===== src/rtl/lcal_pkg.sv =====
// ----------------------------------------------------------------------------
// lcal_pkg
// Shared types, codes and helpers of the binary-lifting ancestor engine.
// ----------------------------------------------------------------------------
`timescale 1ns / 1ps
`default_nettype none

package lcal_pkg;

    localparam int FIELD_W    = 10;
    localparam int KIND_W     = 2;
    localparam int LVL_W      = 5;
    localparam int NODES_DEF  = 1024;
    localparam int LEVELS_DEF = 10;

    typedef logic [FIELD_W-1:0] t_node;
    typedef logic [KIND_W-1:0]  t_kind;
    typedef logic [LVL_W-1:0]   t_lvl;

    localparam t_kind K_LOAD  = 2'd0;
    localparam t_kind K_BUILD = 2'd1;
    localparam t_kind K_QUERY = 2'd2;

    typedef struct packed {
        logic  wr_en;
        t_node wr_row;
        t_lvl  wr_lvl;
        t_node wr_data;
        logic  dwr_en;
        t_node dwr_data;
        t_node rd_a_row;
        t_lvl  rd_a_lvl;
        t_node rd_b_row;
        t_lvl  rd_b_lvl;
    } t_tbl_req;

    typedef struct packed {
        t_node jump_a;
        t_node jump_b;
        t_node depth_a;
        t_node depth_b;
    } t_tbl_rsp;

    // Node 0 and any node at or above the node count act as the sentinel.
    function automatic logic f_snt(input t_node n, input int nodes);
        return (n == '0) || (int'(n) >= nodes);
    endfunction

endpackage

`default_nettype wire


===== src/rtl/lcal_seq.sv =====
// ----------------------------------------------------------------------------
// lcal_seq
// Sequencer for loads, level builds and ancestor queries over the tables.
// ----------------------------------------------------------------------------
`timescale 1ns / 1ps
`default_nettype none

module lcal_seq
    import lcal_pkg::*;
#(
    parameter int NODES  = NODES_DEF,
    parameter int LEVELS = LEVELS_DEF
) (
    input  wire logic     i_clk,
    input  wire logic     i_rst_n,
    input  wire logic     i_in_valid,
    output logic          o_in_ready,
    input  wire t_kind    i_kind,
    input  wire t_node    i_node_a,
    input  wire t_node    i_node_b,
    input  wire t_node    i_node_depth,
    output logic          o_out_valid,
    input  wire logic     i_out_ready,
    output t_node         o_ancestor,
    output t_tbl_req      o_tbl_req,
    input  wire t_tbl_rsp i_tbl_rsp
);

    localparam int ROWS = (NODES > (1 << FIELD_W)) ? (1 << FIELD_W) : NODES;
    localparam int NIW  = $clog2(ROWS);
    localparam int LVW  = (LEVELS > 1) ? $clog2(LEVELS) : 1;

    localparam logic [3:0] S_IDLE = 4'd0;
    localparam logic [3:0] S_BRD  = 4'd1;
    localparam logic [3:0] S_BFET = 4'd2;
    localparam logic [3:0] S_BWR  = 4'd3;
    localparam logic [3:0] S_QDEP = 4'd4;
    localparam logic [3:0] S_QLFT = 4'd5;
    localparam logic [3:0] S_QLW  = 4'd6;
    localparam logic [3:0] S_QEQ  = 4'd7;
    localparam logic [3:0] S_QCMP = 4'd8;
    localparam logic [3:0] S_QFIN = 4'd9;
    localparam logic [3:0] S_DONE = 4'd10;

    logic [3:0]     r_state, n_state;
    t_node          r_a, n_a;
    t_node          r_b, n_b;
    logic           r_sa, n_sa;
    logic           r_sb, n_sb;
    t_node          r_diff, n_diff;
    logic [LVW-1:0] r_lv, n_lv;
    logic [NIW-1:0] r_i, n_i;
    logic [LVW-1:0] r_j, n_j;
    t_node          r_res, n_res;
    logic           r_ov, n_ov;
    t_node          r_anc, n_anc;

    logic        w_acc;
    t_node       w_ja;
    t_node       w_jb;
    t_node       w_da;
    t_node       w_db;
    t_node       w_na;
    t_node       w_nb;
    logic [31:0] w_diff_sh;
    logic        w_bit;

    assign o_in_ready  = (r_state == S_IDLE);
    assign w_acc       = i_in_valid && o_in_ready;
    assign o_out_valid = r_ov;
    assign o_ancestor  = r_anc;

    assign w_ja      = r_sa ? '0 : i_tbl_rsp.jump_a;
    assign w_jb      = r_sb ? '0 : i_tbl_rsp.jump_b;
    assign w_da      = r_sa ? '0 : i_tbl_rsp.depth_a;
    assign w_db      = r_sb ? '0 : i_tbl_rsp.depth_b;
    assign w_na      = (w_ja != w_jb) ? w_ja : r_a;
    assign w_nb      = (w_ja != w_jb) ? w_jb : r_b;
    assign w_diff_sh = 32'(r_diff) >> r_lv;
    assign w_bit     = w_diff_sh[0];

    always_comb begin
        n_state = r_state;
        n_a     = r_a;
        n_b     = r_b;
        n_sa    = r_sa;
        n_sb    = r_sb;
        n_diff  = r_diff;
        n_lv    = r_lv;
        n_i     = r_i;
        n_j     = r_j;
        n_res   = r_res;
        n_ov    = r_ov;
        n_anc   = r_anc;

        o_tbl_req          = '0;
        o_tbl_req.wr_row   = i_node_a;
        o_tbl_req.wr_data  = i_node_b;
        o_tbl_req.dwr_data = i_node_depth;
        o_tbl_req.rd_a_row = i_node_a;
        o_tbl_req.rd_b_row = i_node_b;

        if (r_ov && i_out_ready) begin
            n_ov = 1'b0;
        end

        unique case (r_state)
            S_IDLE: begin
                if (w_acc) begin
                    unique case (i_kind)
                        K_LOAD: begin
                            if (!f_snt(i_node_a, NODES)) begin
                                o_tbl_req.wr_en  = 1'b1;
                                o_tbl_req.dwr_en = 1'b1;
                            end
                        end
                        K_BUILD: begin
                            if (LEVELS > 1) begin
                                n_i     = NIW'(1);
                                n_j     = LVW'(1);
                                n_state = S_BRD;
                            end
                        end
                        K_QUERY: begin
                            n_a     = i_node_a;
                            n_b     = i_node_b;
                            n_sa    = f_snt(i_node_a, NODES);
                            n_sb    = f_snt(i_node_b, NODES);
                            n_state = S_QDEP;
                        end
                        default: ;
                    endcase
                end
            end
            S_BRD: begin
                o_tbl_req.rd_a_row = t_node'(r_i);
                o_tbl_req.rd_a_lvl = t_lvl'(r_j - LVW'(1));
                n_state            = S_BFET;
            end
            S_BFET: begin
                o_tbl_req.rd_a_row = i_tbl_rsp.jump_a;
                o_tbl_req.rd_a_lvl = t_lvl'(r_j - LVW'(1));
                n_sa               = f_snt(i_tbl_rsp.jump_a, NODES);
                n_state            = S_BWR;
            end
            S_BWR: begin
                o_tbl_req.wr_en   = 1'b1;
                o_tbl_req.wr_row  = t_node'(r_i);
                o_tbl_req.wr_lvl  = t_lvl'(r_j);
                o_tbl_req.wr_data = w_ja;
                if (r_i == NIW'(ROWS - 1)) begin
                    if (r_j == LVW'(LEVELS - 1)) begin
                        n_state = S_IDLE;
                    end else begin
                        n_j                = r_j + LVW'(1);
                        n_i                = NIW'(1);
                        o_tbl_req.rd_a_row = t_node'(NIW'(1));
                        o_tbl_req.rd_a_lvl = t_lvl'(r_j);
                        n_state            = S_BFET;
                    end
                end else begin
                    n_i                = r_i + NIW'(1);
                    o_tbl_req.rd_a_row = t_node'(NIW'(r_i + NIW'(1)));
                    o_tbl_req.rd_a_lvl = t_lvl'(r_j - LVW'(1));
                    n_state            = S_BFET;
                end
            end
            S_QDEP: begin
                if (w_da > w_db) begin
                    n_a    = r_b;
                    n_b    = r_a;
                    n_sa   = r_sb;
                    n_sb   = r_sa;
                    n_diff = w_da - w_db;
                end else begin
                    n_diff = w_db - w_da;
                end
                n_lv    = LVW'(LEVELS - 1);
                n_state = S_QLFT;
            end
            S_QLFT: begin
                if (w_bit) begin
                    o_tbl_req.rd_b_row = r_b;
                    o_tbl_req.rd_b_lvl = t_lvl'(r_lv);
                    n_state            = S_QLW;
                end else if (r_lv == '0) begin
                    n_state = S_QEQ;
                end else begin
                    n_lv = r_lv - LVW'(1);
                end
            end
            S_QLW: begin
                n_b  = w_jb;
                n_sb = f_snt(w_jb, NODES);
                if (r_lv == '0) begin
                    n_state = S_QEQ;
                end else begin
                    n_lv    = r_lv - LVW'(1);
                    n_state = S_QLFT;
                end
            end
            S_QEQ: begin
                if (r_a == r_b) begin
                    n_res   = r_a;
                    n_state = S_DONE;
                end else begin
                    o_tbl_req.rd_a_row = r_a;
                    o_tbl_req.rd_b_row = r_b;
                    o_tbl_req.rd_a_lvl = t_lvl'(LVW'(LEVELS - 1));
                    o_tbl_req.rd_b_lvl = t_lvl'(LVW'(LEVELS - 1));
                    n_lv               = LVW'(LEVELS - 1);
                    n_state            = S_QCMP;
                end
            end
            S_QCMP: begin
                n_a                = w_na;
                n_b                = w_nb;
                n_sa               = f_snt(w_na, NODES);
                n_sb               = f_snt(w_nb, NODES);
                o_tbl_req.rd_a_row = w_na;
                o_tbl_req.rd_b_row = w_nb;
                if (r_lv == '0) begin
                    n_state = S_QFIN;
                end else begin
                    o_tbl_req.rd_a_lvl = t_lvl'(r_lv - LVW'(1));
                    o_tbl_req.rd_b_lvl = t_lvl'(r_lv - LVW'(1));
                    n_lv               = r_lv - LVW'(1);
                end
            end
            S_QFIN: begin
                n_res   = w_ja;
                n_state = S_DONE;
            end
            S_DONE: begin
                if (!r_ov || i_out_ready) begin
                    n_ov    = 1'b1;
                    n_anc   = r_res;
                    n_state = S_IDLE;
                end
            end
            default: n_state = S_IDLE;
        endcase
    end

    always_ff @(posedge i_clk) begin
        if (!i_rst_n) begin
            r_state <= S_IDLE;
            r_ov    <= 1'b0;
        end else begin
            r_state <= n_state;
            r_ov    <= n_ov;
        end
    end

    always_ff @(posedge i_clk) begin
        r_a    <= n_a;
        r_b    <= n_b;
        r_sa   <= n_sa;
        r_sb   <= n_sb;
        r_diff <= n_diff;
        r_lv   <= n_lv;
        r_i    <= n_i;
        r_j    <= n_j;
        r_res  <= n_res;
        r_anc  <= n_anc;
    end

endmodule

`default_nettype wire


===== config.mk =====
export PLATFORM = sky130hd
export DESIGN_NAME = lcal_seq
export DESIGN_NICKNAME = d
export VERILOG_FILES = /design/src/rtl/lcal_pkg.sv /design/src/rtl/lcal_seq.sv
export SDC_FILE = /design/constraint.sdc
export NUM_CORES = 1
export LEC_CHECK = 0
export BUFFER_PORTS_ARGS = -buffer_cell sky130_fd_sc_hd__buf_2
export CAP_MARGIN = 10
export CORE_MARGIN = 2
export CORE_UTILIZATION = 45
export CTS_BUF_LIST = sky130_fd_sc_hd__clkbuf_4 sky130_fd_sc_hd__clkbuf_8
export CTS_CLUSTER_SIZE = 28
export DETAILED_ROUTE_END_ITERATION = 16
export GPL_TIMING_DRIVEN = 0
export PLACE_DENSITY = 0.77
export SLEW_MARGIN = 20
export SYNTH_ARGS = -nofsm -noshare
export SYNTH_HDL_FRONTEND = slang
export SYNTH_SLANG_ARGS = --single-unit

===== constraint.sdc =====
create_clock -name i_clk -period 5.6 [get_ports i_clk]
set_input_delay 0.56 -clock i_clk [delete_from_list [all_inputs] [get_ports i_clk]]
set_output_delay 0.56 -clock i_clk [all_outputs]
set_load 0.01 [all_outputs]

==> flow_metrics.tcl, run 1 <==
set metrics [dict create \
    outcome "finished clean" \
    ys_top_cells_by_area "edfxtp_1 31%, nand2_1 6.0%, o21ai_0 4.8%" \
    regToRegSetupSlack_ns 1.55 \
    cts_made_buffers 9 \
    timing.final.hold_violations 0 \
    critPathCapture "r_a[7]" \
    tns_ns 0 \
    coreArea_um2 14640 \
    place_area_um2 7737 \
    grt_usage 0.2884 \
    irDropWorstVdd_uv 108.4 \
    start_util 0.4624 \
    cts_setup_buffers 0 \
    grt_pass1_wl_mm 36.09 \
    synth_compound_area_frac 0.2210 \
    synth.top_cell.area_share 0.3104 \
    muxShareOfSynthArea 0.03326 \
    clk_path_buf_depth 2 \
    finalClockSkew_ns 0.01022 \
    synth_top_family_by_area "simple AND/OR/NAND/NOR gates" \
    layout-drive-gt1-share 0.2215 \
    grt_start_max_net_pins 20 \
    ioPinCount 155 \
    synth_top_area_cell "edfxtp_1" \
    htree_levels 3 \
    dp_hpwl_mm 18.18 \
    crit_type "flip-flop to flip-flop" \
    fin_crit_sh 0.7236 \
    setup_viol 0 \
    nets 1073 \
    grt_pass1_vias 6632 \
    grt-ovfl-total 0 \
    crit_path_start "r_sb" \
    fmax_ghz 0.2468 \
    wl_per_cell_um 20.29 \
    ant_nets 0 \
    end_kind "flip-flop" \
    post-route-min-period_ns 4.052 \
    postSynthCellCount 815 \
    path_max_fanout 10 \
    synth.top_cells.by_count "109 x nand2_1, 77 x nor2_1, 70 x edfxtp_1" \
    arrival_ns 4.06 \
    avgSynthCellArea_um2 8.309 \
    routed_wl_mm 23.54 \
    synth_fa_ha_area_frac 0.05211 \
    io_buffers 143 \
    clk-insertion-delay-late_ns 0.38 \
    timing.rr.end "r_a[7]" \
    die_area_um2 16050 \
    synth-simple-area-share 0.2615 \
    via_count 7188 \
    cts_tree "yes" \
    synth-edff-count 70 \
    hold_path.class "flip-flop to flip-flop" \
    p_leak_nw 3.366 \
    maxSlewViolCount 0 \
    synth_xor_area_frac 0.04010 \
    start_kind "flip-flop" \
    critPathRequiredTime_ns 5.61 \
    ys.flop_type "edfxtp_1" \
    worst_slew_pin_slew_ns 0.9954 \
    slew-limit-headroom 0.3364 \
    ctsHoldBuffers 0 \
    yosysSeqAreaShare 0.3252 \
    synth_nets 918 \
    ys_types 79 \
    synth_area_um2 6771 \
    dieWidth_um 126.7 \
    yosysWarnings 0 \
    clkSinkCount 75 \
    antenna_found_initial 1 \
    synth_most_common_cell "nand2_1" \
    gp_congestion 1.024 \
    drt_iter0_drc 976 \
    fin_area_um2 7926 \
    rr_worst_depth 12 \
    area_growth_pct 17.05 \
    viasPerCell 6.197 \
    max-cap-violations 0 \
    clk_transition_reported_paths_ns 0.10 \
    synth_seq_cells 75 \
    remaining_drc_errors 0 \
    powerDensity_nw_per_um2 215.4 \
    firstDrtPassIters 6 \
    r2r-start "r_sb" \
    dieHeight_um 126.7 \
    num_rows 44 \
    root_buffer "clkbuf_8" \
    grt_setup_unrepaired "no" \
    synth-async-reset-ratio 0 \
    post_cts_resized 0 \
]
==> layer usage <==
| layer | share of wire | up-vias | track usage |
|---|---|---|---|
| li1 | - | 3282 | - |
| met1 | 0.39 | 3294 | 0.3710 |
| met2 | 0.45 | 505 | 0.4604 |
| met3 | 0.11 | 107 | 0.06580 |
| met4 | 0.051 | 0 | 0.1396 |
| met5 | 0 | - | 0 |
==> report_power, final <==
part | internal (W) | switching [W]
logic | 0.000238 | 0.000340
registers | 0.000660 | 0.0000489
clock network | 0.000168 | 0.000253
==> metrics by stage <==
stage | setup slack [ns] | total power, W | cells | util | hold slack [ns]
2_1_floorplan | 2.118 | 0.001084 | 815 | - | 0.4003
3_3_place_gp | 1.205 | 0.001274 | 1142 | 0.5270 | 0.4019
5_1_grt | 1.191 | 0.001784 | 1159 | 0.5411 | 0.4327
4_1_cts | 1.537 | 0.001691 | 1159 | 0.5410 | 0.4273
6_report | 1.548 | 0.001707 | 1160 | 0.5413 | 0.4266
3_5_place_dp | 1.586 | 0.001283 | 1143 | 0.5284 | 0.4063
==> worst min-delay path by stage <==
stage	endpoint	depth (start not counted)	start
floorplan	o_ancestor[0]	0	r_res[0]
global placement	o_ancestor[2]	0	r_res[2]
detailed placement	o_ancestor[0]	0	r_res[0]
CTS	o_ancestor[3]	0	r_res[3]
global route	o_ancestor[0]	0	r_res[0]
finish	o_ancestor[5]	0	r_res[5]
==> area by class of cell <==
class                           count  area [um2]
Buffer                             55       315.3
Multi-Input combinational cell    649        4135
Clock inverter                      7       61.31
Tap cell                          184       230.2
Timing Repair Buffer              144       720.7
Sequential cell                    75        2202
Inverter                           36       135.1
Fill cell                        1426        6718
Antenna cell                        1       2.502
Clock buffer                        9       123.9
==> flip-flops by register name, summed over array words and instances (netlist names), 4 cells and up <==
name	count
r_state	4
r_j	4
r_lv	4
r_b	10
r_i	10
o_ancestor	10
r_a	10
r_diff	10
r_res	10
==> worst max-delay path, cell delays in order (launching register included) <==
cell and delay, ns:
edfxtp_1 0.41, buf_2 0.24, buf_1 0.47, nand2b_1 0.26, inv_1 0.10, fa_1 0.44
nor2b_1 0.12, o21ai_0 0.11, a21oi_1 0.26, o21ai_0 0.16, nand2_1 0.26, a21oi_1 0.15
nor3_2 0.69
==> placed cells by master (no fill, tap or decap), types with 4 or more instances in the layout <==
cell      Yosys  layout
and4_1        4       4
clkbuf_1     23      22
a22oi_1      13      13
edfxtp_1     70      70
a211oi_1     10      10
nand4_1       7       7
xnor2_1      14      14
nor3_1       11      10
or2_2         7       7
and2_1       12      12
nor2_1       77      77
nand2b_1     40      40
o21ai_0      65      65
nor3b_1       8       8
o21bai_1      5       5
mux2i_1      15      15
or4_1         5       5
and3_1        8       8
xor2_1       17      17
a222oi_1     10      10
dfxtp_1       5       5
ha_1         25      25
a221o_1       9       9
clkbuf_8      0       9
a211o_1       4       4
nor2b_1      13      13
a21oi_1      37      36
nor4_1       11      10
buf_2        10     154
a21o_1        4       4
a31oi_1      11      11
nand2_1     109     109
buf_4        15      15
nand3_1      15      15
o21a_1       13      13
inv_1        35      35
o22ai_1       5       5
==> cells by family (layout without fill, tap and decap cells) <==
kind of cell / count (synthesis) / after routing
and+or+nand+nor: 348 / 348
AOI/OAI and AO/OA: 223 / 223
buffers and inverters: 91 / 251
DFF: 75 / 75
xor gates and xnor gates: 31 / 31
adders and majority gates: 27 / 27
muxes: 19 / 19
other: 1 / 2
(Power assumes the default switching activity.)
==> run 2, diff against run 1 <==
- PLACE_DENSITY: 0.77 -> 0.8
- clock period: 5.6 -> 3.3 ns (I/O delays scaled with it)
==> run 2 against run 1 <==
Effect of this change:
- the flow now finishes with violations (setup timing)
- sequential power grew 68%
- final area grew 3.0%
- sequential cell count is the same
- total power grew 77%
- wire length is essentially flat
- non-clock buffer count grew 18
- worst setup slack lost 1.6 ns
- die area is the same
- combinational power grew 85%
- sequential share of layout area shrank 0.81 points
- critical path type is now flip-flop to output port
- largest cell class unchanged
- largest power group unchanged
- highest routed layer unchanged
==> flow_metrics.tcl, run 2 (same netlist as run 1, synthesis figures left out) <==
set metrics [dict create \
    path_max_fanout 10 \
    path_depth 9 \
    antenna_found_initial 0 \
    critPathCapture "o_tbl_req[29]" \
    dp_hpwl_mm 17.88 \
    die_area_um2 16050 \
    timing.rr.end "r_b[0]" \
    remaining_drc_errors 0 \
    post-route-min-period_ns 3.313 \
    slowest_stage "edfxtp_1" \
    path_cells "xor2_1 > nor4_2 > nand4_1 > nor2b_4 > buf_6 > a211o_1 > a211oi_1 > nor2_1 > buf_2" \
    layout-drive-gt1-share 0.2487 \
    timing.final.hold_violations 0 \
    ioPinCount 155 \
    finalClockSkew_ns 0.02064 \
    ant_nets 0 \
    crit_path_max_incr_delay_ns 0.54 \
    coreArea_um2 14640 \
    cts_made_buffers 9 \
    max-cap-violations 0 \
    grt-ovfl-total 0 \
    setup_viol 1 \
    dieHeight_um 126.7 \
    cts_tree "yes" \
    regToRegSetupSlack_ns 0.13 \
    start_util 0.4624 \
    fmax_ghz 0.3018 \
    grt_pass1_vias 6651 \
    routed_wl_mm 23.55 \
    clk-insertion-delay-late_ns 0.38 \
    firstDrtPassIters 9 \
    htree_levels 3 \
    place_area_um2 7741 \
    outcome "finished with violations" \
    io_buffers 143 \
    r2r-start "r_sa" \
    failed_checks "setup timing" \
    crit_type "flip-flop to output port" \
    grt_setup_unrepaired "yes" \
    gp_congestion 0.9724 \
    layout_common_cells "152 x buf_2, 108 x nand2_1, 77 x nor2_1" \
    final_common_cell "buf_2" \
    end_kind "output port" \
    grt_pass1_wl_mm 35.62 \
    nets 1091 \
    drt_iter0_drc 968 \
    dieWidth_um 126.7 \
    maxSlewViolCount 0 \
    crit_path_start "r_b[7]" \
    grt_start_max_net_pins 20 \
    p_leak_nw 3.482 \
    nFillCells 1381 \
    critPathRequiredTime_ns 2.97 \
    fin_area_um2 8165 \
    diodes 0 \
    root_buffer "clkbuf_8" \
    grt_usage 0.2830 \
    worst_slew_pin_slew_ns 1.121 \
    clk_transition_reported_paths_ns 0.10 \
    tns_ns -0.01292 \
    setup_ws_ns -0.01292 \
    cp_num_buf_inv 2 \
    rr_worst_depth 12 \
    dpl.cell_count 1144 \
    slew-limit-headroom 0.2528 \
    fin_crit_sh 1.004 \
    ctsHoldBuffers 0 \
    area_growth_pct 20.58 \
    num_rows 44 \
    wl_per_cell_um 20.01 \
    via_count 7279 \
    start_kind "flip-flop" \
    clkSinkCount 75 \
    cp_top_family "simple AND/OR/NAND/NOR gates" \
    powerDensity_nw_per_um2 369.9 \
    hold_path.class "primary input to flip-flop" \
    viasPerCell 6.184 \
    fin_cells 1177 \
    clk_path_buf_depth 2 \
    hold_ws_ns 0.2064 \
    irDropWorstVdd_uv 182.4 \
    arrival_ns 2.98 \
]
-- run 2: worst min path at each step --
stage                     to  startpoint  slack, ns  depth (start not counted)
6_report          r_state[0]     i_rst_n       0.21                          2
5_1_grt           r_state[1]     i_rst_n       0.21                          2
4_1_cts           r_state[0]     i_rst_n       0.21                          2
3_3_place_gp   o_ancestor[3]    r_res[3]       0.40                          0
3_5_place_dp   o_ancestor[0]    r_res[0]       0.40                          0
2_1_floorplan  o_ancestor[0]    r_res[0]       0.40                          0
-- run 2: per-layer routing --
layer,track usage,share of wire
met5,0,0
met4,0.1526,0.057
met3,0.04429,0.11
met2,0.4671,0.46
met1,0.3579,0.38
-- run 2: repair_timing --
action                     CTS  global route
resized for setup            9            22
setup buffers                1            16
setup endpoints to repair   29            49
pin swaps                    1             7
gates cloned                 0             0
hold endpoints to repair     0             0
-- run 2: worst register-to-register path, delay by kind of cell (launching register included) --
kind                     cells  cell delay [ns]
AO/OA/AOI/OAI                4             0.84
adder cells (fa/ha/maj)      2             0.61
buffers and inverters        3             0.58
flip-flops                   1             0.44
AND/OR/NAND/NOR              3             0.41
-- run 2: metrics by stage --
stage,power [W],util,setup slack [ns]
6_report,0.003021,0.5576,-0.01292
5_1_grt,0.003143,0.5576,-0.07574
4_1_cts,0.002929,0.5460,0.002775
3_5_place_dp,0.002181,0.5286,-0.5940
3_3_place_gp,0.002155,0.5273,-0.6392
2_1_floorplan,0.001840,-,0.08074
-- run 2: cell type report --
type,count,area [um2],area share
tap,184,230.2,0.02819
timing repair buffer,162,868.3,0.1063
inverter,36,135.1,0.01655
clock buffer,9,123.9,0.01517
sequential,75,2202,0.2697
clock inverter,7,75.07,0.009194
buffer,55,332.8,0.04076
multi-input combinational,649,4198,0.5141
-- run 2: report_power, final --
group | switching [W] | total [W] | internal (W)
clock | 0.000402 | 0.000756 | 0.000353
sequential | 0.0000748 | 0.00119 | 0.00112
combinational | 0.000619 | 0.00107 | 0.000452
==> run 3, diff against run 2 <==
- CELL_PAD_IN_SITES_DETAIL_PLACEMENT: unset -> 0
- CELL_PAD_IN_SITES_GLOBAL_PLACEMENT: unset -> 2
- CORE_UTILIZATION: 45 -> 30
- PLACE_DENSITY: 0.8 -> 0.89
- RECOVER_POWER: unset -> 100
==> run 3 against run 2 <==
Effect of this change:
- the run now ends clean
- sequential cell count stayed put
- clock skew is 0.0024 ns higher
- sequential power hardly changed
- cell count is 9.4% higher
- via count is 1.3% lower
- clock power is 5.7% lower
- core utilization is 18 points lower
- critical path type unchanged
==> flow_metrics.tcl, run 3 (same netlist as run 1, synthesis figures left out) <==
set metrics [dict create \
    grt_pass1_wl_mm 39.36 \
    ant_nets 0 \
    remaining_drc_errors 0 \
    nets 1106 \
    p_comb_frac 0.371 \
    setup_ws_ns 0.1160 \
    wl_per_cell_um 20.43 \
    start_kind "flip-flop" \
    gp_congestion 0.9261 \
    clk-insertion-delay-late_ns 0.40 \
    fin_crit_sh 0.9649 \
    regToRegSetupSlack_ns 0.16 \
    clkSinkCount 75 \
    htree_levels 3 \
    maxSlewViolCount 0 \
    cp_top_family "simple AND/OR/NAND/NOR gates" \
    antenna_found_initial 0 \
    p_leak_nw 3.413 \
    hold_ws_ns 0.1901 \
    pwr-share-seq 0.392 \
    min-delay-start "i_rst_n" \
    timing.final.hold_violations 0 \
    routed_wl_mm 26.31 \
    ioPinCount 155 \
    diodes 0 \
    max-cap-violations 0 \
    dpl.cell_count 1239 \
    setup_viol 0 \
    layout_common_cells "107 x nand2_1, 99 x buf_2, 76 x nor2_1" \
    crit_path_max_incr_delay_ns 0.49 \
    cts_made_buffers 9 \
    slew-limit-headroom 0.2058 \
    layout-drive-gt1-share 0.2143 \
    powerDensity_nw_per_um2 359.7 \
    dieWidth_um 154.2 \
    fin_area_um2 8374 \
    grt_setup_unrepaired "yes" \
    p_sw_w 0.001129 \
    firstDrtPassIters 5 \
    critPathRequiredTime_ns 2.97 \
    place_area_um2 7858 \
    swShare 0.3749 \
    p_int_w 0.001883 \
    grt_pass1_vias 6594 \
    end_kind "output port" \
    irDropWorstVdd_uv 155.6 \
    die_area_um2 23790 \
    crit_path_start "r_b[7]" \
    path_depth 10 \
    io_buffers 143 \
    dp_hpwl_mm 20.16 \
    finalClockSkew_ns 0.02301 \
    timing.rr.end "r_diff[8]" \
    dp_slack_ns -0.8657 \
    via_count 7182 \
    area_growth_pct 23.67 \
    fin_cells 1288 \
    arrival_ns 2.85 \
    grt_usage 0.2162 \
    grt_start_max_net_pins 20 \
    hold_path.class "primary input to flip-flop" \
    worst_slew_pin_slew_ns 1.191 \
    path_cells "xor2_1 > nor4_2 > nand4_1 > buf_4 > nor2b_4 > buf_6 > a211o_1 > a211oi_1 > nor2_1 > buf_2" \
    root_buffer "clkbuf_8" \
    num_rows 54 \
    clk_path_buf_depth 2 \
    final_common_cell "nand2_1" \
    slowest_stage "edfxtp_1" \
    dieHeight_um 154.2 \
    post-route-min-period_ns 3.184 \
    critPathCapture "o_tbl_req[29]" \
    cp_num_buf_inv 3 \
    crit_type "flip-flop to output port" \
    viasPerCell 5.576 \
    r2r-start "r_sa" \
    grt-ovfl-total 0 \
    cts_tree "yes" \
    start_util 0.3084 \
    fmax_ghz 0.3141 \
    clkPwrFrac 0.237 \
    rr_worst_depth 13 \
    post-route-util 0.3814 \
    drt_iter0_drc 853 \
    path_max_fanout 10 \
    outcome "finished clean" \
    clk_transition_reported_paths_ns 0.11 \
    coreArea_um2 21960 \
]
run 3: changes by cell type in the layout (fill, tap and decap cells not counted), sizes merged:
| cell | delta |
|---|---|
| buf | -34 |
| bufinv | -1 |
| clkbuf | +49 |
| clkinvlp | -1 |
| inv | +2 |
run 3: timing repair:
action / CTS / global route
gates resized for setup: 14 / 28
setup endpoints to repair: 35 / 72
hold buffers: 0 / 0
pin swaps: 5 / 8
buffers inserted: 9 / 25
run 3: worst min path at each step:
stage	to	cells after the start
2_1_floorplan	o_ancestor[0]	0
3_3_place_gp	o_ancestor[4]	0
3_5_place_dp	o_ancestor[1]	0
4_1_cts	r_state[1]	2
5_1_grt	r_state[1]	2
6_report	r_state[1]	2
run 3: power by group through the flow:
stage	sequential (W)	clock, W	combinational (W)
finish	0.00118	0.000713	0.00112
global route	0.00118	0.000765	0.00122
CTS	0.00119	0.000733	0.00106
detailed placement	0.00122	0	0.000989
floorplan	0.00118	0	0.000660
global placement	0.00122	0	0.000985
run 3: worst register-to-register path, cell delays in order, from the launching register on:
cell	delay, ns
edfxtp_1	0.50
buf_6	0.19
buf_4	0.18
nand2b_4	0.16
ha_1	0.22
fa_1	0.40
nor2b_1	0.13
o21ai_1	0.10
a21oi_2	0.21
buf_4	0.14
nor2_1	0.04
o21a_1	0.22
a221oi_1	0.32
nor4b_1	0.09
run 3: area by class of cell:
class / count / area (um2)
clock inverter: 7 / 67.56
buffer: 54 / 332.8
sequential: 75 / 2202
fill: 2351 / 13580
multi-input combinational: 649 / 4215
inverter: 36 / 135.1
clock buffer: 9 / 123.9
tap: 280 / 350.3
timing repair buffer: 178 / 947.2
run 3: stage by stage:
step	power [W]	setup TNS [ns]
4_1_cts	0.002977	0
5_1_grt	0.003174	-0.03263
3_5_place_dp	0.002204	-17.30
3_3_place_gp	0.002201	-21.82
6_report	0.003012	0
2_1_floorplan	0.001840	0
run 3: layer usage:
metal	track usage	vias to the layer above	routed length (um)
met5	0	-	0
met4	0.06142	0	594
met3	0.04595	43	2351
met1	0.2998	3429	11360
li1	-	3339	-
met2	0.3406	371	12010
